File: src/rtl/hangul_jamo_composer_top_assert.svh
// Assertion macros of the composer RTL, used in hjc_back.
// Needs clk and rst_n in the scope where a macro is used.
`ifndef HANGUL_JAMO_COMPOSER_TOP_ASSERT_SVH
`define HANGUL_JAMO_COMPOSER_TOP_ASSERT_SVH
`ifndef ASSERT_OFF
`define HJC_ASSERT(label, pre, post, msg) \
  label: assert property (@(posedge clk) disable iff (!rst_n) (pre) |-> (post)) \
    else $error(msg);
`define HJC_ASSERT_NEXT(label, pre, post, msg) \
  label: assert property (@(posedge clk) disable iff (!rst_n) (pre) |=> (post)) \
    else $error(msg);
`else
`define HJC_ASSERT(label, pre, post, msg)
`define HJC_ASSERT_NEXT(label, pre, post, msg)
`endif
`endif

File: src/rtl/hjc_pkg.sv
// Types, constants and jamo tables of the Hangul jamo composer.
// No dependencies; used by every module of the block.
`default_nettype none
package hjc_pkg;

  localparam logic [4:0]  NONE_IDX       = 5'd31;
  localparam logic [5:0]  KEY_COUNT      = 6'd33;
  localparam logic [5:0]  CONSONANT_KEYS = 6'd19;
  localparam logic [4:0]  MEDIAL_COUNT   = 5'd21;
  localparam logic [4:0]  FINAL_COUNT    = 5'd27;
  localparam logic [15:0] SYL_BASE       = 16'hAC00;
  localparam logic [15:0] MEDIAL_JAMO    = 16'h314F;
  localparam int          QDEPTH         = 2;
  localparam int          QPTR_W         = 1;
  localparam int          QCNT_W         = 2;

  // Classified item handed from the front end to the back end.
  typedef struct packed {
    logic        eot;
    logic        is_key;
    logic [5:0]  key;
    logic [20:0] ch;
  } hjc_item_t;

  function automatic logic [5:0] key_of(input logic [20:0] ch);
    logic [5:0] k;
    case (ch)
      21'h3131, 21'h72: k = 6'd0;
      21'h3132, 21'h52: k = 6'd1;
      21'h3134, 21'h73: k = 6'd2;
      21'h3137, 21'h65: k = 6'd3;
      21'h3138, 21'h45: k = 6'd4;
      21'h3139, 21'h66: k = 6'd5;
      21'h3141, 21'h61: k = 6'd6;
      21'h3142, 21'h71: k = 6'd7;
      21'h3143, 21'h51: k = 6'd8;
      21'h3145, 21'h74: k = 6'd9;
      21'h3146, 21'h54: k = 6'd10;
      21'h3147, 21'h64: k = 6'd11;
      21'h3148, 21'h77: k = 6'd12;
      21'h3149, 21'h57: k = 6'd13;
      21'h314a, 21'h63: k = 6'd14;
      21'h314b, 21'h7A: k = 6'd15;
      21'h314c, 21'h78: k = 6'd16;
      21'h314d, 21'h76: k = 6'd17;
      21'h314e, 21'h67: k = 6'd18;
      21'h314f, 21'h6B: k = 6'd19;
      21'h3150, 21'h6F: k = 6'd20;
      21'h3151, 21'h69: k = 6'd21;
      21'h3152, 21'h4F: k = 6'd22;
      21'h3153, 21'h6A: k = 6'd23;
      21'h3154, 21'h70: k = 6'd24;
      21'h3155, 21'h75: k = 6'd25;
      21'h3156, 21'h50: k = 6'd26;
      21'h3157, 21'h68: k = 6'd27;
      21'h315b, 21'h79: k = 6'd28;
      21'h315c, 21'h6E: k = 6'd29;
      21'h3160, 21'h62: k = 6'd30;
      21'h3161, 21'h6D: k = 6'd31;
      21'h3163, 21'h6C: k = 6'd32;
      default:          k = KEY_COUNT;
    endcase
    return k;
  endfunction

  function automatic logic [20:0] jamo_key(input logic [5:0] key);
    logic [20:0] c;
    case (key)
      6'd0:  c = 21'h3131;  6'd1:  c = 21'h3132;  6'd2:  c = 21'h3134;
      6'd3:  c = 21'h3137;  6'd4:  c = 21'h3138;  6'd5:  c = 21'h3139;
      6'd6:  c = 21'h3141;  6'd7:  c = 21'h3142;  6'd8:  c = 21'h3143;
      6'd9:  c = 21'h3145;  6'd10: c = 21'h3146;  6'd11: c = 21'h3147;
      6'd12: c = 21'h3148;  6'd13: c = 21'h3149;  6'd14: c = 21'h314a;
      6'd15: c = 21'h314b;  6'd16: c = 21'h314c;  6'd17: c = 21'h314d;
      6'd18: c = 21'h314e;  6'd19: c = 21'h314f;  6'd20: c = 21'h3150;
      6'd21: c = 21'h3151;  6'd22: c = 21'h3152;  6'd23: c = 21'h3153;
      6'd24: c = 21'h3154;  6'd25: c = 21'h3155;  6'd26: c = 21'h3156;
      6'd27: c = 21'h3157;  6'd28: c = 21'h315b;  6'd29: c = 21'h315c;
      6'd30: c = 21'h3160;  6'd31: c = 21'h3161;  6'd32: c = 21'h3163;
      default: c = 21'h3131;
    endcase
    return c;
  endfunction

  function automatic logic [20:0] final_code(input logic [4:0] f);
    logic [20:0] c;
    case (f)
      5'd0:  c = 21'h3131;  5'd1:  c = 21'h3132;  5'd2:  c = 21'h3133;
      5'd3:  c = 21'h3134;  5'd4:  c = 21'h3135;  5'd5:  c = 21'h3136;
      5'd6:  c = 21'h3137;  5'd7:  c = 21'h3139;  5'd8:  c = 21'h313a;
      5'd9:  c = 21'h313b;  5'd10: c = 21'h313c;  5'd11: c = 21'h313d;
      5'd12: c = 21'h313e;  5'd13: c = 21'h313f;  5'd14: c = 21'h3140;
      5'd15: c = 21'h3141;  5'd16: c = 21'h3142;  5'd17: c = 21'h3144;
      5'd18: c = 21'h3145;  5'd19: c = 21'h3146;  5'd20: c = 21'h3147;
      5'd21: c = 21'h3148;  5'd22: c = 21'h314a;  5'd23: c = 21'h314b;
      5'd24: c = 21'h314c;  5'd25: c = 21'h314d;  5'd26: c = 21'h314e;
      default: c = 21'h3131;
    endcase
    return c;
  endfunction

  // Consonant key to final index; NONE_IDX when the key cannot be a final.
  function automatic logic [4:0] key_to_final(input logic [4:0] key);
    logic [4:0] f;
    case (key)
      5'd0: f = 5'd0;    5'd1: f = 5'd1;    5'd2: f = 5'd3;    5'd3: f = 5'd6;
      5'd5: f = 5'd7;    5'd6: f = 5'd15;   5'd7: f = 5'd16;   5'd9: f = 5'd18;
      5'd10: f = 5'd19;  5'd11: f = 5'd20;  5'd12: f = 5'd21;  5'd14: f = 5'd22;
      5'd15: f = 5'd23;  5'd16: f = 5'd24;  5'd17: f = 5'd25;  5'd18: f = 5'd26;
      default: f = NONE_IDX;
    endcase
    return f;
  endfunction

  // Single final index to initial index; double finals map to zero.
  function automatic logic [4:0] final_to_initial(input logic [4:0] f);
    logic [4:0] c;
    case (f)
      5'd1: c = 5'd1;    5'd3: c = 5'd2;    5'd6: c = 5'd3;    5'd7: c = 5'd5;
      5'd15: c = 5'd6;   5'd16: c = 5'd7;   5'd18: c = 5'd9;   5'd19: c = 5'd10;
      5'd20: c = 5'd11;  5'd21: c = 5'd12;  5'd22: c = 5'd14;  5'd23: c = 5'd15;
      5'd24: c = 5'd16;  5'd25: c = 5'd17;  5'd26: c = 5'd18;
      default: c = 5'd0;
    endcase
    return c;
  endfunction

  function automatic logic [4:0] key_to_medial(input logic [3:0] v);
    logic [4:0] m;
    case (v)
      4'd9:  m = 5'd12;
      4'd10: m = 5'd13;
      4'd11: m = 5'd17;
      4'd12: m = 5'd18;
      4'd13: m = 5'd20;
      default: m = {1'b0, v};
    endcase
    return m;
  endfunction

  // Double final built from a first consonant (initial index) and a second key.
  function automatic logic [4:0] double_final(input logic [4:0] first, input logic [4:0] key);
    logic [4:0] d;
    d = NONE_IDX;
    if (first == 5'd0 && key == 5'd9) d = 5'd2;
    if (first == 5'd2 && key == 5'd12) d = 5'd4;
    if (first == 5'd2 && key == 5'd18) d = 5'd5;
    if (first == 5'd5) begin
      case (key)
        5'd0:  d = 5'd8;
        5'd6:  d = 5'd9;
        5'd7:  d = 5'd10;
        5'd9:  d = 5'd11;
        5'd16: d = 5'd12;
        5'd17: d = 5'd13;
        5'd18: d = 5'd14;
        default: d = NONE_IDX;
      endcase
    end
    if (first == 5'd7 && key == 5'd9) d = 5'd17;
    return d;
  endfunction

endpackage
`default_nettype wire

File: src/rtl/hjc_front.sv
// Front end: accepts input items and classifies whether each code point is a key.
// Depends on hjc_pkg; feeds hjc_fifo.
`default_nettype none
module hjc_front (
  input  wire logic              in_valid,
  output logic                   in_ready,
  input  wire logic              in_func,
  input  wire logic [20:0]       in_char_code,
  input  wire logic              q_full,
  output logic                   q_push,
  output hjc_pkg::hjc_item_t     q_item
);
  import hjc_pkg::*;

  logic [5:0] key;

  assign key      = key_of(in_char_code);
  assign in_ready = !q_full;
  assign q_push   = in_valid && !q_full;

  always_comb begin
    q_item.eot    = in_func;
    q_item.is_key = (key != KEY_COUNT);
    q_item.key    = key;
    q_item.ch     = in_char_code;
  end
endmodule
`default_nettype wire

File: config.mk
export PLATFORM = sky130hd
export DESIGN_NAME = hjc_front
export DESIGN_NICKNAME = d
export VERILOG_FILES = /design/src/rtl/hangul_jamo_composer_top_assert.svh /design/src/rtl/hjc_pkg.sv /design/src/rtl/hjc_front.sv
export SDC_FILE = /design/constraint.sdc
export NUM_CORES = 1
export LEC_CHECK = 0
export BUFFER_PORTS_ARGS = -buffer_cell sky130_fd_sc_hd__buf_2
export CORE_MARGIN = 1
export CORE_UTILIZATION = 51
export DETAILED_ROUTE_END_ITERATION = 7
export GPL_TIMING_DRIVEN = 0
export PLACE_DENSITY_LB_ADDON = 0.1
export SLEW_MARGIN = 30
export SYNTH_ARGS = -nofsm -noshare
export SYNTH_HDL_FRONTEND = slang
export SYNTH_SLANG_ARGS = --single-unit
File: constraint.sdc
create_clock -name vclk -period 4.83
set_clock_uncertainty 0.15 [all_clocks]
set_input_delay 1.449 -clock vclk [all_inputs]
set_output_delay 1.449 -clock vclk [all_outputs]
set_load 0.01 [all_outputs]
==> results.json, run 1 <==
{
  "synth_most_common_cell": "sky130_fd_sc_hd__buf_4",
  "post_synth_num_cell_types": 66,
  "die_h_um": 52.6,
  "die_w_um": 52.6,
  "synth.top_cells.by_area": "sky130_fd_sc_hd__buf_4, sky130_fd_sc_hd__nand2_1, sky130_fd_sc_hd__nor2_1",
  "grt_start_max_net_pins": 12,
  "synth_seq_area_share_pct": 0,
  "postPlaceCellArea_mm2": 0.00161,
  "grtUsageTotal_pct": 100,
  "synth_common_cells": "sky130_fd_sc_hd__buf_4, sky130_fd_sc_hd__nand2_1, sky130_fd_sc_hd__nor2_1",
  "pre_cts_ws_ps": -345,
  "globalroute.repair_timing.worst_endpoint": "q_item[26]",
  "synthesis.yosys.warnings": 0,
  "syn-cell-area_mm2": 0.00131,
  "std_cell_rows": 17,
  "status": "aborted with a tool error",
  "floorplan.initialDensity_pct": 56.3,
  "flow.first_error": "[ERROR GRT-0232] Routing congestion too high. Check the congestion heatmap in the GUI.",
  "worst_endpoint_kind": "primary output",
  "port_buffers": 54,
  "syn_nets": 219,
  "floorplan.io_pins": 55,
  "detailed_place_hpwl_um": 3400,
  "synthesis.instances": 195,
  "grt-ovfl-total": 229,
  "final_weighted_congestion_of_routability_driven_global_placement": 1.06,
  "stop_stage": "global routing",
  "synthDominantCellAreaShare_pct": 13.8,
  "syn_area_per_cell_um2": 6.69,
  "yosys.area.top_type": "sky130_fd_sc_hd__buf_4"
}
per-layer routing:
layer,GRT overflow,track usage (%)
met1,3,85.0
met5,0,45.2
met4,73,125
met3,3,75.4
met2,150,130
through the flow:
stage	std cells	util, %
2_1_floorplan	195	-
3_3_place_gp	277	69.5
3_5_place_dp	277	69.5
4_1_cts	298	90.5
kinds of logic after synthesis:
group                     share of synthesized area (%)
xor gates and xnor gates                           1.34
and+or+nand+nor                                    48.1
AOI/OAI and AO/OA                                  29.2
buffers and inverters                              19.7
muxes                                              1.63
repair_timing:
item	CTS
setup buffers	21
endpoints found under the hold margin	0
gates cloned	1
hold buffers	0
gates resized for setup	76
endpoints found under the setup margin	7
pin swaps	34
==> run 2, diff against run 1 <==
Settings changed: CORE_AREA from default to 2 2 63 65, CORE_MARGIN 1 to default, CORE_UTILIZATION 51 to default, DIE_AREA from default to 0 0 65 67, PLACE_DENSITY_LB_ADDON 0.1 to 0.15.
==> run 2 against run 1 <==
The flow now finishes, with violations (negative setup slack). Synthesized cell count unchanged. Synthesized area unchanged.
==> results.json, run 2 <==
{
  "hold_path_class": "input pin to output pin",
  "pre_cts_ws_ps": -379,
  "synth_seq_area_share_pct": 0,
  "syn_area_per_cell_um2": 6.69,
  "antenna_violating_nets_post_route": 0,
  "seqCellArea_um2": 0,
  "synthXorXnorAreaFrac_pct": 1.34,
  "final_min_period_over_clock_period_pct": 105,
  "post_route_cells_drive_above_1_share_pct": 59.4,
  "layout_min_cycle_time_ps": 5060,
  "syn-cell-area_mm2": 0.00131,
  "final_weighted_congestion_of_routability_driven_global_placement": 0.971,
  "drt_iter0_drc": 259,
  "die_w_um": 65,
  "vdd.ir_drop.worst_v": 0.0000483,
  "grt_antenna_before_repair": 0,
  "n_antenna_cell": 0,
  "layout.cells.most_common_list": "sky130_fd_sc_hd__buf_2, sky130_fd_sc_hd__buf_4, sky130_fd_sc_hd__nand2_1, sky130_fd_sc_hd__nor2_1, sky130_fd_sc_hd__buf_6",
  "placeableCoreArea_mm2": 0.00361,
  "worstPathArrival_ps": 3460,
  "via_per_inst": 6.16,
  "die_h_um": 67,
  "slew_viol_final": 0,
  "layout_commonest_cell": "sky130_fd_sc_hd__buf_2",
  "grt-ovfl-total": 0,
  "synth_compound_area_share_pct": 29.2,
  "setup_viol_count_final": 7,
  "grtUsageTotal_pct": 24.0,
  "post-route-drc-count": 0,
  "power_dens_cells_mw_per_mm2": 57.2,
  "routed_wirelength_um": 5520,
  "yosys-mux-area-fraction_pct": 1.63,
  "die_area_mm2": 0.00436,
  "design.final.nets": 297,
  "first_global_vias": 1802,
  "postCtsHoldBufs": 0,
  "synth_fa_ha_area_share_pct": 0,
  "synth_common_cells": "sky130_fd_sc_hd__buf_4, sky130_fd_sc_hd__nand2_1, sky130_fd_sc_hd__nor2_1",
  "worst_setup_path_end_kind": "output pin",
  "yosys.area.top_type": "sky130_fd_sc_hd__buf_4",
  "timing.critical_path.required_ps": 3230,
  "violations": "negative setup slack",
  "synthesis.instances": 195,
  "leakagePower_nw": 0.904,
  "finalWorstSetupSlack_ps": -229,
  "port_buffers": 54,
  "cp_common_cell": "sky130_fd_sc_hd__buf_2",
  "drt_first_pass_iters": 5,
  "synth.top_cells.by_area": "sky130_fd_sc_hd__buf_4, sky130_fd_sc_hd__nand2_1, sky130_fd_sc_hd__nor2_1",
  "worst_path_max_delay_cell": "sky130_fd_sc_hd__o41ai_4",
  "tightest_slew_ps": 673,
  "worst-setup-path-type": "input pin to output pin",
  "grt_setup_unrepaired": "true",
  "post_synth_num_cell_types": 66,
  "floorplan.io_pins": 55,
  "areaGrowthSynthToFinish_pct": 65.7,
  "setup_tns_ps": -852,
  "floorplan.initialDensity_pct": 36.2,
  "synthDominantCellAreaShare_pct": 13.8,
  "fmax_ghz": 0.198,
  "std_cell_rows": 22,
  "via_count": 1964,
  "status": "finished with violations",
  "cap_violations": 0,
  "path_cells": "buf_2 -> nor2b_1 -> clkbuf_1 -> nand2_1 -> o32ai_1 -> or3_4 -> o41ai_4 -> o2111ai_2 -> o21ai_2 -> buf_2",
  "synth_most_common_cell": "sky130_fd_sc_hd__buf_4",
  "critical_path.max_stage_delay_ps": 390,
  "timing.critical_path.from_type": "input pin",
  "largest_family_of_logic_cells_by_synthesized_area": "simple AND/OR/NAND/NOR gates",
  "routedWlPerCell_um": 17.3,
  "hold_violations": 0,
  "numSequentialCells": 0,
  "grt_first_pass_wirelength_um": 8400,
  "synthesis.yosys.warnings": 0,
  "yosys.area_share.simple_pct": 48.1,
  "detailed_place_hpwl_um": 3480,
  "total_of_clock_buffers_placed_in_the_layout": 0,
  "worstPathMaxFanout": 7,
  "max_slew_margin_pct": 54.5,
  "grt_start_max_net_pins": 12,
  "syn_nets": 219
}
-- run 2: cell counts after synthesis --
No cell type changed its count.
-- run 2: worst max-delay path: cells and delay by family --
family                 cells  cell delay [ps]
buffers and inverters      3              500
and+or+nand+nor            3              670
AOI/OAI and AO/OA          4              830
-- run 2: metrics by stage --
step / instances / hold WS, ps / area, µm² / total power, mW / utilization [%]
after CTS: 315 / 2930 / 2020 / 0.111 / 56.0
after detailed placement: 297 / 2930 / 1640 / 0.0896 / 45.4
after floorplan: 195 / 2790 / 1310 / 0.0555 / -
final: 319 / 2930 / 2160 / 0.124 / 60.0
after global routing: 319 / 2940 / 2160 / 0.130 / 60.0
after global placement: 297 / 2930 / 1640 / 0.0909 / 45.4
-- run 2: path summary, 6_finish.rpt --
path                  cells after the start       startpoint    endpoint
worst max-delay path                     10  in_char_code[3]  q_item[21]
worst min-delay path                      2          in_func  q_item[28]
-- run 2: repair_timing --
| action | 4_1_cts | 5_1_grt |
|---|---|---|
| setup endpoints to repair | 7 | 7 |
| buffers inserted | 18 | 6 |
| pin swaps | 22 | 21 |
| gates resized for setup | 59 | 26 |
-- run 2: final cells by class --
cell class	instances	area, µm²
Buffer	34	262
Inverter	3	11.3
Timing Repair Buffer	78	523
Fill cell	297	1440
Multi-Input combinational cell	156	1310
Tap cell	48	60.1
-- run 2: kinds of logic after synthesis --
| family | count (synthesis) |
|---|---|
| AND/OR/NAND/NOR | 106 |
| multiplexers | 2 |
| AO/OA/AOI/OAI | 46 |
| XOR/XNOR | 2 |
| buffers and inverters | 39 |
-- run 2: power by group --
| part | internal, mW | leakage (nW) | switching [mW] |
|---|---|---|---|
| combinational | 0.0598 | 0.904 | 0.0639 |
| clock | 0 | 0 | 0 |
| sequential | 0 | 0 | 0 |
-- run 2: layer usage --
metal  up-vias  routed length [µm]  share of wire [%]  track usage (%)
met1       861                2110                 38             31.0
met5         -                   0                  0                0
li1        883                   -                  -                -
met2       182                2520                 46             41.1
met4         0                 255                4.6             8.51
met3        38                 640                 12             2.36
(Power assumes the default switching activity.)
