`config.mk`:
```
export PLATFORM = sky130hd
export DESIGN_NAME = hjc_fifo
export DESIGN_NICKNAME = d
export VERILOG_FILES = /design/src/rtl/hangul_jamo_composer_top_assert.svh /design/src/rtl/hjc_pkg.sv /design/src/rtl/hjc_fifo.sv
export SDC_FILE = /design/constraint.sdc
export NUM_CORES = 1
export LEC_CHECK = 0
export CORE_ASPECT_RATIO = 1.75
export CORE_MARGIN = 1
export CORE_UTILIZATION = 35
export CTS_CLUSTER_DIAMETER = 50
export DETAILED_ROUTE_END_ITERATION = 12
export DONT_BUFFER_PORTS = 1
export GPL_ROUTABILITY_DRIVEN = 0
export GPL_TIMING_DRIVEN = 0
export PLACE_DENSITY = 0.6
export SYNTH_ARGS = -nofsm -noshare
export SYNTH_HDL_FRONTEND = slang
export SYNTH_SLANG_ARGS = --single-unit
```
`constraint.sdc`:
```
create_clock -name clk -period 1.9 [get_ports clk]
set_input_delay 0.285 -clock clk [delete_from_list [all_inputs] [get_ports clk]]
set_output_delay 0.285 -clock clk [all_outputs]
set_load 0.01 [all_outputs]
```
`src/rtl/hangul_jamo_composer_top_assert.svh`:
```
// Assertion macros of the composer RTL, used in hjc_back.
// Needs clk and rst_n in the scope where a macro is used.
`ifndef HANGUL_JAMO_COMPOSER_TOP_ASSERT_SVH
`define HANGUL_JAMO_COMPOSER_TOP_ASSERT_SVH
`ifndef ASSERT_OFF
`define HJC_ASSERT(label, pre, post, msg) \
  label: assert property (@(posedge clk) disable iff (!rst_n) (pre) |-> (post)) \
    else $error(msg);
`define HJC_ASSERT_NEXT(label, pre, post, msg) \
  label: assert property (@(posedge clk) disable iff (!rst_n) (pre) |=> (post)) \
    else $error(msg);
`else
`define HJC_ASSERT(label, pre, post, msg)
`define HJC_ASSERT_NEXT(label, pre, post, msg)
`endif
`endif

```
`src/rtl/hjc_pkg.sv`:
```
// Types, constants and jamo tables of the Hangul jamo composer.
// No dependencies; used by every module of the block.
`default_nettype none
package hjc_pkg;

  localparam logic [4:0]  NONE_IDX       = 5'd31;
  localparam logic [5:0]  KEY_COUNT      = 6'd33;
  localparam logic [5:0]  CONSONANT_KEYS = 6'd19;
  localparam logic [4:0]  MEDIAL_COUNT   = 5'd21;
  localparam logic [4:0]  FINAL_COUNT    = 5'd27;
  localparam logic [15:0] SYL_BASE       = 16'hAC00;
  localparam logic [15:0] MEDIAL_JAMO    = 16'h314F;
  localparam int          QDEPTH         = 2;
  localparam int          QPTR_W         = 1;
  localparam int          QCNT_W         = 2;

  // Classified item handed from the front end to the back end.
  typedef struct packed {
    logic        eot;
    logic        is_key;
    logic [5:0]  key;
    logic [20:0] ch;
  } hjc_item_t;

  function automatic logic [5:0] key_of(input logic [20:0] ch);
    logic [5:0] k;
    case (ch)
      21'h3131, 21'h72: k = 6'd0;
      21'h3132, 21'h52: k = 6'd1;
      21'h3134, 21'h73: k = 6'd2;
      21'h3137, 21'h65: k = 6'd3;
      21'h3138, 21'h45: k = 6'd4;
      21'h3139, 21'h66: k = 6'd5;
      21'h3141, 21'h61: k = 6'd6;
      21'h3142, 21'h71: k = 6'd7;
      21'h3143, 21'h51: k = 6'd8;
      21'h3145, 21'h74: k = 6'd9;
      21'h3146, 21'h54: k = 6'd10;
      21'h3147, 21'h64: k = 6'd11;
      21'h3148, 21'h77: k = 6'd12;
      21'h3149, 21'h57: k = 6'd13;
      21'h314a, 21'h63: k = 6'd14;
      21'h314b, 21'h7A: k = 6'd15;
      21'h314c, 21'h78: k = 6'd16;
      21'h314d, 21'h76: k = 6'd17;
      21'h314e, 21'h67: k = 6'd18;
      21'h314f, 21'h6B: k = 6'd19;
      21'h3150, 21'h6F: k = 6'd20;
      21'h3151, 21'h69: k = 6'd21;
      21'h3152, 21'h4F: k = 6'd22;
      21'h3153, 21'h6A: k = 6'd23;
      21'h3154, 21'h70: k = 6'd24;
      21'h3155, 21'h75: k = 6'd25;
      21'h3156, 21'h50: k = 6'd26;
      21'h3157, 21'h68: k = 6'd27;
      21'h315b, 21'h79: k = 6'd28;
      21'h315c, 21'h6E: k = 6'd29;
      21'h3160, 21'h62: k = 6'd30;
      21'h3161, 21'h6D: k = 6'd31;
      21'h3163, 21'h6C: k = 6'd32;
      default:          k = KEY_COUNT;
    endcase
    return k;
  endfunction

  function automatic logic [20:0] jamo_key(input logic [5:0] key);
    logic [20:0] c;
    case (key)
      6'd0:  c = 21'h3131;  6'd1:  c = 21'h3132;  6'd2:  c = 21'h3134;
      6'd3:  c = 21'h3137;  6'd4:  c = 21'h3138;  6'd5:  c = 21'h3139;
      6'd6:  c = 21'h3141;  6'd7:  c = 21'h3142;  6'd8:  c = 21'h3143;
      6'd9:  c = 21'h3145;  6'd10: c = 21'h3146;  6'd11: c = 21'h3147;
      6'd12: c = 21'h3148;  6'd13: c = 21'h3149;  6'd14: c = 21'h314a;
      6'd15: c = 21'h314b;  6'd16: c = 21'h314c;  6'd17: c = 21'h314d;
      6'd18: c = 21'h314e;  6'd19: c = 21'h314f;  6'd20: c = 21'h3150;
      6'd21: c = 21'h3151;  6'd22: c = 21'h3152;  6'd23: c = 21'h3153;
      6'd24: c = 21'h3154;  6'd25: c = 21'h3155;  6'd26: c = 21'h3156;
      6'd27: c = 21'h3157;  6'd28: c = 21'h315b;  6'd29: c = 21'h315c;
      6'd30: c = 21'h3160;  6'd31: c = 21'h3161;  6'd32: c = 21'h3163;
      default: c = 21'h3131;
    endcase
    return c;
  endfunction

  function automatic logic [20:0] final_code(input logic [4:0] f);
    logic [20:0] c;
    case (f)
      5'd0:  c = 21'h3131;  5'd1:  c = 21'h3132;  5'd2:  c = 21'h3133;
      5'd3:  c = 21'h3134;  5'd4:  c = 21'h3135;  5'd5:  c = 21'h3136;
      5'd6:  c = 21'h3137;  5'd7:  c = 21'h3139;  5'd8:  c = 21'h313a;
      5'd9:  c = 21'h313b;  5'd10: c = 21'h313c;  5'd11: c = 21'h313d;
      5'd12: c = 21'h313e;  5'd13: c = 21'h313f;  5'd14: c = 21'h3140;
      5'd15: c = 21'h3141;  5'd16: c = 21'h3142;  5'd17: c = 21'h3144;
      5'd18: c = 21'h3145;  5'd19: c = 21'h3146;  5'd20: c = 21'h3147;
      5'd21: c = 21'h3148;  5'd22: c = 21'h314a;  5'd23: c = 21'h314b;
      5'd24: c = 21'h314c;  5'd25: c = 21'h314d;  5'd26: c = 21'h314e;
      default: c = 21'h3131;
    endcase
    return c;
  endfunction

  // Consonant key to final index; NONE_IDX when the key cannot be a final.
  function automatic logic [4:0] key_to_final(input logic [4:0] key);
    logic [4:0] f;
    case (key)
      5'd0: f = 5'd0;    5'd1: f = 5'd1;    5'd2: f = 5'd3;    5'd3: f = 5'd6;
      5'd5: f = 5'd7;    5'd6: f = 5'd15;   5'd7: f = 5'd16;   5'd9: f = 5'd18;
      5'd10: f = 5'd19;  5'd11: f = 5'd20;  5'd12: f = 5'd21;  5'd14: f = 5'd22;
      5'd15: f = 5'd23;  5'd16: f = 5'd24;  5'd17: f = 5'd25;  5'd18: f = 5'd26;
      default: f = NONE_IDX;
    endcase
    return f;
  endfunction

  // Single final index to initial index; double finals map to zero.
  function automatic logic [4:0] final_to_initial(input logic [4:0] f);
    logic [4:0] c;
    case (f)
      5'd1: c = 5'd1;    5'd3: c = 5'd2;    5'd6: c = 5'd3;    5'd7: c = 5'd5;
      5'd15: c = 5'd6;   5'd16: c = 5'd7;   5'd18: c = 5'd9;   5'd19: c = 5'd10;
      5'd20: c = 5'd11;  5'd21: c = 5'd12;  5'd22: c = 5'd14;  5'd23: c = 5'd15;
      5'd24: c = 5'd16;  5'd25: c = 5'd17;  5'd26: c = 5'd18;
      default: c = 5'd0;
    endcase
    return c;
  endfunction

  function automatic logic [4:0] key_to_medial(input logic [3:0] v);
    logic [4:0] m;
    case (v)
      4'd9:  m = 5'd12;
      4'd10: m = 5'd13;
      4'd11: m = 5'd17;
      4'd12: m = 5'd18;
      4'd13: m = 5'd20;
      default: m = {1'b0, v};
    endcase
    return m;
  endfunction

  // Double final built from a first consonant (initial index) and a second key.
  function automatic logic [4:0] double_final(input logic [4:0] first, input logic [4:0] key);
    logic [4:0] d;
    d = NONE_IDX;
    if (first == 5'd0 && key == 5'd9) d = 5'd2;
    if (first == 5'd2 && key == 5'd12) d = 5'd4;
    if (first == 5'd2 && key == 5'd18) d = 5'd5;
    if (first == 5'd5) begin
      case (key)
        5'd0:  d = 5'd8;
        5'd6:  d = 5'd9;
        5'd7:  d = 5'd10;
        5'd9:  d = 5'd11;
        5'd16: d = 5'd12;
        5'd17: d = 5'd13;
        5'd18: d = 5'd14;
        default: d = NONE_IDX;
      endcase
    end
    if (first == 5'd7 && key == 5'd9) d = 5'd17;
    return d;
  endfunction

endpackage
`default_nettype wire

```
`src/rtl/hjc_fifo.sv`:
```
// Two-entry item queue between the front end and the back end.
// Depends on hjc_pkg for the item type and depth.
`default_nettype none
module hjc_fifo (
  input  wire logic               clk,
  input  wire logic               rst_n,
  input  wire logic               push,
  input  wire hjc_pkg::hjc_item_t push_item,
  output logic                    full,
  input  wire logic               pop,
  output logic                    head_valid,
  output hjc_pkg::hjc_item_t      head_item
);
  import hjc_pkg::*;

  hjc_item_t          mem_r [QDEPTH];
  logic [QPTR_W-1:0]  wr_ptr_r, wr_ptr_nxt;
  logic [QPTR_W-1:0]  rd_ptr_r, rd_ptr_nxt;
  logic [QCNT_W-1:0]  cnt_r, cnt_nxt;
  logic               do_pop;

  assign full       = (cnt_r == QCNT_W'(QDEPTH));
  assign head_valid = (cnt_r != '0);
  assign head_item  = mem_r[rd_ptr_r];
  assign do_pop     = pop && head_valid;

  always_comb begin
    wr_ptr_nxt = push ? wr_ptr_r + 1'b1 : wr_ptr_r;
    rd_ptr_nxt = do_pop ? rd_ptr_r + 1'b1 : rd_ptr_r;
    cnt_nxt    = cnt_r + QCNT_W'(push) - QCNT_W'(do_pop);
  end

  always_ff @(posedge clk) begin
    if (!rst_n) begin
      wr_ptr_r <= '0;
      rd_ptr_r <= '0;
      cnt_r    <= '0;
    end else begin
      wr_ptr_r <= wr_ptr_nxt;
      rd_ptr_r <= rd_ptr_nxt;
      cnt_r    <= cnt_nxt;
    end
  end

  always_ff @(posedge clk) begin
    if (push) begin
      mem_r[wr_ptr_r] <= push_item;
    end
  end
endmodule
`default_nettype wire

```
==> results of run 1 <==
## how the worst min path moves through the flow
stage	from	endpoint	slack, ns
after global placement	push_item[0]	mem_r[0][0]	0.38
after detailed placement	push_item[1]	mem_r[0][1]	0.38
final	push_item[12]	mem_r[1][12]	0.06
after global routing	push_item[28]	mem_r[1][28]	0.04
after CTS	push_item[28]	mem_r[1][28]	0.05
after floorplan	push_item[0]	mem_r[0][0]	0.38
## worst register-to-register path, delay by kind of cell, from the launching register on
kind                       cells  cell delay [ns]
xor gates and xnor gates       1             0.21
DFF                            1             0.33
adders and majority gates      2             0.44
AOI/OAI and AO/OA              1             0.24
buffers and inverters          1             0.06
and+or+nand+nor                1             0.12
## cells by family (layout without fill, tap and decap cells)
logic type | count (synthesis) | after routing
and+or+nand+nor | 9 | 9
AOI/OAI and AO/OA | 2 | 2
adders and majority gates | 2 | 2
muxes | 31 | 31
xor gates and xnor gates | 1 | 1
DFF | 63 | 63
buffers and inverters | 5 | 21
## synth_stat cells (all sizes together)
master  count
o21a        2
buf         3
nor2b       4
edfxtp     58
inv         2
mux2i       2
ha          2
nand2b      1
or2         1
mux2       29
xnor3       1
and2        2
dfxtp       5
nand2       1
## repair_timing
item,in CTS,in global routing
resized for setup,1,0
endpoints found under the setup margin,29,0
setup buffers,0,0
## power breakdown
group	switching, mW	leakage (nW)	internal (mW)
registers	0.0465	0.586	1.63
logic	0.312	0.237	0.317
clock network	0.495	0.132	0.947
## flip-flops by register name (all words and copies together), names as in the netlist, named ones only
| register | count |
|---|---|
| wr_ptr_r | 1 |
| mem_r | 58 |
| cnt_r | 2 |
| rd_ptr_r | 1 |
## metal layers
layer	GRT usage [%]	up-vias	part of all wire, %	wire, um
li1	-	456	-	-
met4	7.11	0	2.6	100
met1	9.82	520	32	1240
met5	0	-	0	0
met3	6.28	9	5.7	223
met2	22.4	34	60	2350
## cell type report
| cell class | instances | share of cell area (%) |
|---|---|---|
| Sequential cell | 63 | 66.7 |
| Multi-Input combinational cell | 45 | 18.4 |
| Clock buffer | 15 | 9.70 |
| Tap cell | 82 | 3.72 |
| Buffer | 3 | 0.997 |
| Inverter | 2 | 0.272 |
| Clock inverter | 1 | 0.136 |
## cells in the final DEF (no fill, tap or decap)
cell type | synthesis | final
nor2b_1 | 4 | 3
nand2b_1 | 1 | 1
clkinv_1 | 0 | 1
mux2_2 | 19 | 19
o21a_1 | 2 | 2
inv_1 | 2 | 2
edfxtp_1 | 58 | 58
clkbuf_16 | 0 | 9
and2_1 | 2 | 1
and2_2 | 0 | 1
ha_1 | 2 | 2
or2_2 | 1 | 1
mux2i_1 | 2 | 2
nand2_1 | 1 | 1
nor2b_4 | 0 | 1
buf_6 | 2 | 2
dfxtp_1 | 5 | 5
buf_2 | 1 | 1
xnor3_1 | 1 | 1
mux2_4 | 10 | 10
clkbuf_1 | 0 | 4
clkbuf_8 | 0 | 2
## stage by stage
step	setup slack, ns	hold WS (ns)	power, mW	utilization [%]	TNS [ns]
3_5_place_dp	-0.0311	0.384	2.35	38.0	-0.879
2_1_floorplan	0.390	0.384	2.23	-	0
3_3_place_gp	0.0289	0.384	2.30	38.0	0
6_report	0.280	0.0590	3.75	42.2	0
4_1_cts	0.240	0.0478	3.81	42.2	0
5_1_grt	0.223	0.0397	3.91	42.2	0
==> flow_summary.ini, run 1 <==
[setup_path]
slowest_stage = dfxtp_1
cp_top_family = buffers and inverters
regToRegSetupSlack_ns = 0.43
worst_r2r_path_depth = 6
cp.arrival_ns = 1.34
start_kind = flop
endpoint_kind = output port
critPathKind = reg2out
r2r_end = cnt_r[1]
crit_path_cell_trace = buf_6 > buf_6 > mux2_4
cpPeakStageDelay_ns = 0.33
worstReg2RegStart = cnt_r[1]
critPathMaxFanout = 10
cp.required_ns = 1.62
path_depth = 3
crit_path_end = head_item[9]
critical_path_buf_inv_count = 2
crit_top_cell = buf_6

[cts]
clockRootBuffer = clkbuf_16
clk_pin_slew_ns = 0.05
h-tree-depth = 3
insertion_delay_ns = 0.32
tritoncts.num_buffers = 9
cts_max_path_buffers = 2
cts.sinks = 63
tritoncts = done
cts_hold_buffers = 0

[global_routing]
grt_max_degree = 31
grt_pass1_wl_mm = 5.95
antenna_found_initial = 0
grt_overflow = 0
track_usage_pct = 12.3
grt_pass1_vias = 1162

[synth]
synth_compound_area_share_pct = 0.632
synthXorXnorAreaFrac_pct = 0.947
synth_top_family_by_area = multiplexers
synth_largest_area_cell = edfxtp_1
yosys.area_share.simple_pct = 2.26
avgSynthCellArea_sq_um = 21.0
yosysWarnings = 0
muxShareOfSynthArea_pct = 16.2
syn_inst = 113
yosys-top-cells-area = edfxtp_1, mux2_2, mux2_4
synth.net_count = 148
ys_ff_latch = 63
ys_types = 16
synth_top_area_share_pct = 73.3
synth_seq_area_share_pct = 77.5
synth_adder_area_share_pct = 1.05
syn_area_sq_mm = 0.00238

[outcome]
status = completed

[power]
p_per_area_mw_per_mm2 = 1360
p_leak_nw = 0.954
irDropWorstVdd_v = 0.000717

[sta]
slew_violations = 0
finalCritPeriodShare_pct = 85.3
finalHoldViolations = 0
relSlewSlack_pct = 40.4
clock.fmax_mhz = 617
fin_skew_ns = 0.00412
setup_viol = 0
min_period_ns = 1.62
tightest_slew_ns = 0.892
rsz0062_at_grt = false

[finish]
stdcell_count = 211
regArea_sq_mm = 0.00184
nNetsFinal = 159
diodes = 0
multi_input_area_sq_um = 509
layout-drive-gt1-share_pct = 35.7
fillers = 599
syn2layout_area_growth_pct = 16.1
stdcell_area_sq_mm = 0.00276

[placed_design]
dp_hpwl_mm = 2.66
place_area_sq_mm = 0.00249
port_buffers = 0
dp.cells = 195

[hold_path]
hold_class = in2reg
hold_depth = 0

[drt]
finalWirelength_mm = 3.92
drc = 0
final_antenna_net_count = 0
viasPerCell = 4.83
avgRoutedWirePerCell_um = 18.6
vias = 1019
first_pass_iters = 4
drt_iter0_drc = 37

[die]
dieArea_sq_mm = 0.00714
start_util_pct = 36.4
core_sq_mm = 0.00654
die_x_um = 64.3
fp-row-count = 39
die_y_um = 111
ios = 64

[run]
maxCapViolations = 0
No activity file was read; power rests on OpenSTA's default activity.
==> inputs of run 2 (changes only) <==
==> constraint.sdc (replaced) <==
create_clock -name clk -period 1.41 [get_ports clk]
set_input_delay 0.2115 -clock clk [delete_from_list [all_inputs] [get_ports clk]]
set_output_delay 0.2115 -clock clk [all_outputs]
set_load 0.01 [all_outputs]
==> flow_summary.ini, run 2 (synthesized netlist as in run 1, its figures left out) <==
[die]
fp-row-count = 39
ios = 64
start_util_pct = 36.4
core_sq_mm = 0.00654
die_y_um = 111
die_x_um = 64.3
dieArea_sq_mm = 0.00714

[cts]
insertion_delay_ns = 0.31
clk_pin_slew_ns = 0.05
cts_max_path_buffers = 2
h-tree-depth = 3
tritoncts.num_buffers = 9
clockRootBuffer = clkbuf_16
tritoncts = done
cts.sinks = 63

[sta]
finalCritPeriodShare_pct = 106
clock.fmax_mhz = 672
finalHoldViolations = 0
whs_ns = 0.0217
rsz0062_at_grt = true
relSlewSlack_pct = 66.1
slew_violations = 0
min_period_ns = 1.49
tightest_slew_ns = 0.508
setup_ws_ns = -0.0781
fin_skew_ns = 0.00325
setup_viol = 29

[finish]
reg_top3 = mem_r: 58 flops, cnt_r: 2 flops
nNetsFinal = 196
layout_common_cells = edfxtp_1, dlygate4sd3_1, mux2_4
fillers = 566
final_common_cell = edfxtp_1
syn2layout_area_growth_pct = 37.9
layout-drive-gt1-share_pct = 37.3
largest_reg_flops = 58
diodes = 0
largest_register = mem_r

[global_routing]
grt_overflow = 0
grt_pass1_wl_mm = 6.30
grt_max_degree = 31
grt_pass1_vias = 1278
track_usage_pct = 12.6
antenna_found_initial = 0

[power]
p_leak_nw = 1.19
p_per_area_mw_per_mm2 = 1690
irDropWorstVdd_v = 0.00112

[drt]
vias = 1176
viasPerCell = 4.74
first_pass_iters = 4
avgRoutedWirePerCell_um = 17.7
drc = 0
drt_iter0_drc = 30
final_antenna_net_count = 0
finalWirelength_mm = 4.39

[setup_path]
regToRegSetupSlack_ns = 0.08
cp.required_ns = 1.20
cp.arrival_ns = 1.28
start_kind = flop
critPathMaxFanout = 5
worstReg2RegStart = cnt_r[0]
r2r_end = cnt_r[1]
critPathKind = reg2out
worst_r2r_path_depth = 6
crit_path_end = head_item[4]
endpoint_kind = output port

[hold_path]
hold_class = in2reg

[placed_design]
dp_slack_ns = -0.0548
dp_hpwl_mm = 2.65
port_buffers = 0

[run]
maxCapViolations = 0

[outcome]
status = finished with violations
violations = setup timing
==> run 2: cell count changes in the layout (fill, tap and decap cells not counted), moves of 2 or more <==
cell	previous run	this run
and2_4	0	2
buf_12	0	2
buf_4	0	2
dfxtp_1	5	2
dfxtp_2	0	2
dlygate4sd3_1	0	29
ha_1	2	0
ha_4	0	2
mux2_2	19	6
mux2_4	10	23
==> run 2: routing by layer <==
metal | routed length, um | part of all wire, % | up-vias | GRT usage, %
met4 | 110 | 2.5 | 0 | 7.11
li1 | - | - | 534 | -
met1 | 1470 | 33 | 594 | 10.8
met3 | 194 | 4.4 | 9 | 4.53
met5 | 0 | 0 | - | 0
met2 | 2620 | 60 | 39 | 23.6
==> run 2: metrics by stage <==
step	area (sq um)	setup TNS, ns	std cells	util [%]	total power, mW
floorplan	2390	0	113	-	3.01
global placement	2490	0	195	38.1	3.10
detailed placement	2490	-2.35	195	38.1	3.15
CTS	3130	-3.87	244	47.9	5.35
global route	3280	-2.48	248	50.1	5.79
finish	3280	-1.36	248	50.1	5.55
==> run 2: cell type report <==
cell class / count / area [sq um] / share of cell area (%)
Clock inverter: 1 / 5.00 / 0.153
Inverter: 2 / 7.51 / 0.229
Sequential cell: 63 / 1850 / 56.4
Multi-Input combinational cell: 46 / 601 / 18.3
Timing Repair Buffer: 36 / 400 / 12.2
Buffer: 3 / 46.3 / 1.41
Tap cell: 82 / 103 / 3.13
Clock buffer: 15 / 268 / 8.17
==> run 2: where the power goes <==
| part | internal, mW | switching (mW) |
|---|---|---|
| registers | 2.20 | 0.0655 |
| logic | 0.792 | 0.546 |
| clock network | 1.28 | 0.663 |
==> run 2: critical path: stages (launching register included) <==
cell and delay, ns:
dfxtp_4 0.36, buf_12 0.11, clkbuf_16 0.13, mux2_2 0.36
==> run 2: worst min-delay path by stage <==
stage	cells past startpoint	endpoint	from	slack, ns
final	1	wr_ptr_r	rst_n	0.02
after global routing	1	wr_ptr_r	rst_n	0.01
after CTS	1	cnt_r[0]	rst_n	0.008
after detailed placement	0	mem_r[0][20]	push_item[20]	0.31
after global placement	0	mem_r[0][20]	push_item[20]	0.31
after floorplan	0	mem_r[0][0]	push_item[0]	0.31
==> run 2: what timing repair did <==
item | in CTS | in global routing
gates resized for setup | 11 | 23
setup endpoints to repair | 89 | 89
hold buffers | 29 | 0
endpoints found under the hold margin | 58 | 0
gates cloned | 2 | 2
setup buffers | 2 | 2
pin swaps | 1 | 1
==> inputs of run 3 (changes only) <==
--- a/config.mk
+++ b/config.mk
@@ -14,6 +14,7 @@
 export GPL_ROUTABILITY_DRIVEN = 0
 export GPL_TIMING_DRIVEN = 0
 export PLACE_DENSITY = 0.6
+export SETUP_SLACK_MARGIN = 0.5
 export SYNTH_ARGS = -nofsm -noshare
 export SYNTH_HDL_FRONTEND = slang
 export SYNTH_SLANG_ARGS = --single-unit
==> flow_summary.ini, run 3 (synthesized netlist as in run 1, its figures left out) <==
[sta]
tns_ns = -1.62
rsz0062_at_grt = true
slew_violations = 0
finalCritPeriodShare_pct = 105
finalHoldViolations = 0
setup_ws_ns = -0.0690
relSlewSlack_pct = 87.7
fin_skew_ns = 0.00572
setup_viol = 29
tightest_slew_ns = 0.184
clock.fmax_mhz = 676
min_period_ns = 1.48
whs_ns = 0.0303

[die]
fp-row-count = 39
core_sq_mm = 0.00654
dieArea_sq_mm = 0.00714
die_y_um = 111
start_util_pct = 36.4
ios = 64
die_x_um = 64.3

[drt]
drt_iter0_drc = 27
viasPerCell = 4.63
first_pass_iters = 4
final_antenna_net_count = 0
drc = 0
avgRoutedWirePerCell_um = 18.2
finalWirelength_mm = 4.72
vias = 1203

[global_routing]
grt_pass1_wl_mm = 7.01
antenna_found_initial = 0
track_usage_pct = 14.5
grt_pass1_vias = 1339
grt_overflow = 0
grt_max_degree = 11

[cts]
tritoncts = done
clockRootBuffer = clkbuf_16
insertion_delay_ns = 0.32
cts_max_path_buffers = 2
h-tree-depth = 3
clk_pin_slew_ns = 0.05
cts.sinks = 63
tritoncts.num_buffers = 9

[finish]
syn2layout_area_growth_pct = 46.6
largest_reg_flops = 58
largest_register = mem_r
final_common_cell = edfxtp_1
layout_common_cells = edfxtp_1, dlygate4sd3_1, mux2_4
nNetsFinal = 208
stdcell_count = 260
layout-drive-gt1-share_pct = 43.8
reg_top3 = mem_r: 58 flops, cnt_r: 2 flops
stdcell_area_sq_mm = 0.00348
diodes = 0

[power]
switching_power_mw = 1.36
p_leak_nw = 1.30
irDropWorstVdd_v = 0.00122
p_per_area_mw_per_mm2 = 1630
power_frac_seq_pct = 40.3
switching_share_pct = 24.1
combPwrFrac_pct = 27.0
clockPowerShare_pct = 32.7
p_int_mw = 4.31

[setup_path]
cpPeakStageDelay_ns = 0.35
cp.required_ns = 1.20
start_kind = flop
critical_path_buf_inv_count = 2
cp.arrival_ns = 1.27
slowest_stage = dfxtp_4
critPathKind = reg2out
crit_path_cell_trace = buf_12 > buf_4 > mux2_4
critPathMaxFanout = 4
cp_top_family = flip-flops
endpoint_kind = output port

[outcome]
status = finished with violations
violations = setup timing

[placed_design]
place_area_sq_mm = 0.00258
dp_slack_ns = -0.0661
dp.cells = 195
port_buffers = 0
dp_hpwl_mm = 2.53

[run]
maxCapViolations = 0

[hold_path]
hold_class = in2reg
run 3: repair_timing:
item | CTS | global route
pin swaps | 5 | 4
gates cloned | 7 | 0
hold buffers | 30 | 0
hold endpoints to repair | 59 | 0
gates resized for setup | 26 | 10
setup endpoints to repair | 92 | 94
setup buffers | 10 | 2
run 3: power by group through the flow:
stage | clock [mW] | combinational (mW) | sequential (mW)
2_1_floorplan | 0 | 0.870 | 2.28
3_3_place_gp | 0 | 0.955 | 2.28
3_5_place_dp | 0 | 1.00 | 2.30
4_1_cts | 1.91 | 1.45 | 2.27
5_1_grt | 1.99 | 1.62 | 2.30
6_report | 1.85 | 1.53 | 2.28
run 3: cell type report:
class,count,area (sq um)
Fill cell,546,3050
Sequential cell,63,1850
Multi-Input combinational cell,49,674
Timing Repair Buffer,45,529
Clock buffer,10,229
Tap cell,82,103
Buffer,3,60.1
Clock inverter,6,27.5
Inverter,2,7.51
run 3: path summary, 6_finish.rpt:
kind | endpoint | depth (start not counted) | start | slack (ns)
worst max-delay path | head_item[18] | 3 | flop | -0.07
worst min-delay path | cnt_r[0] | 1 | rst_n | 0.03
worst max register to register | cnt_r[1] | 6 | cnt_r[1] | 0.04
worst min register to register | flop | 2 | rd_ptr_r | 0.55
run 3: per-stage QoR:
| step | power, mW | util [%] |
|---|---|---|
| floorplan | 3.15 | - |
| global placement | 3.24 | 39.5 |
| detailed placement | 3.30 | 39.5 |
| CTS | 5.63 | 52.4 |
| global route | 5.90 | 53.3 |
| finish | 5.67 | 53.3 |
run 3: layer usage:
metal | GRT usage [%] | up-vias | wire length (um) | share of wire (%)
met2 | 27.4 | 37 | 2910 | 62
met3 | 5.04 | 4 | 149 | 3.2
met1 | 12.1 | 604 | 1610 | 34
met4 | 8.44 | 0 | 55 | 1.2
met5 | 0 | - | 0 | 0
li1 | - | 558 | - | -
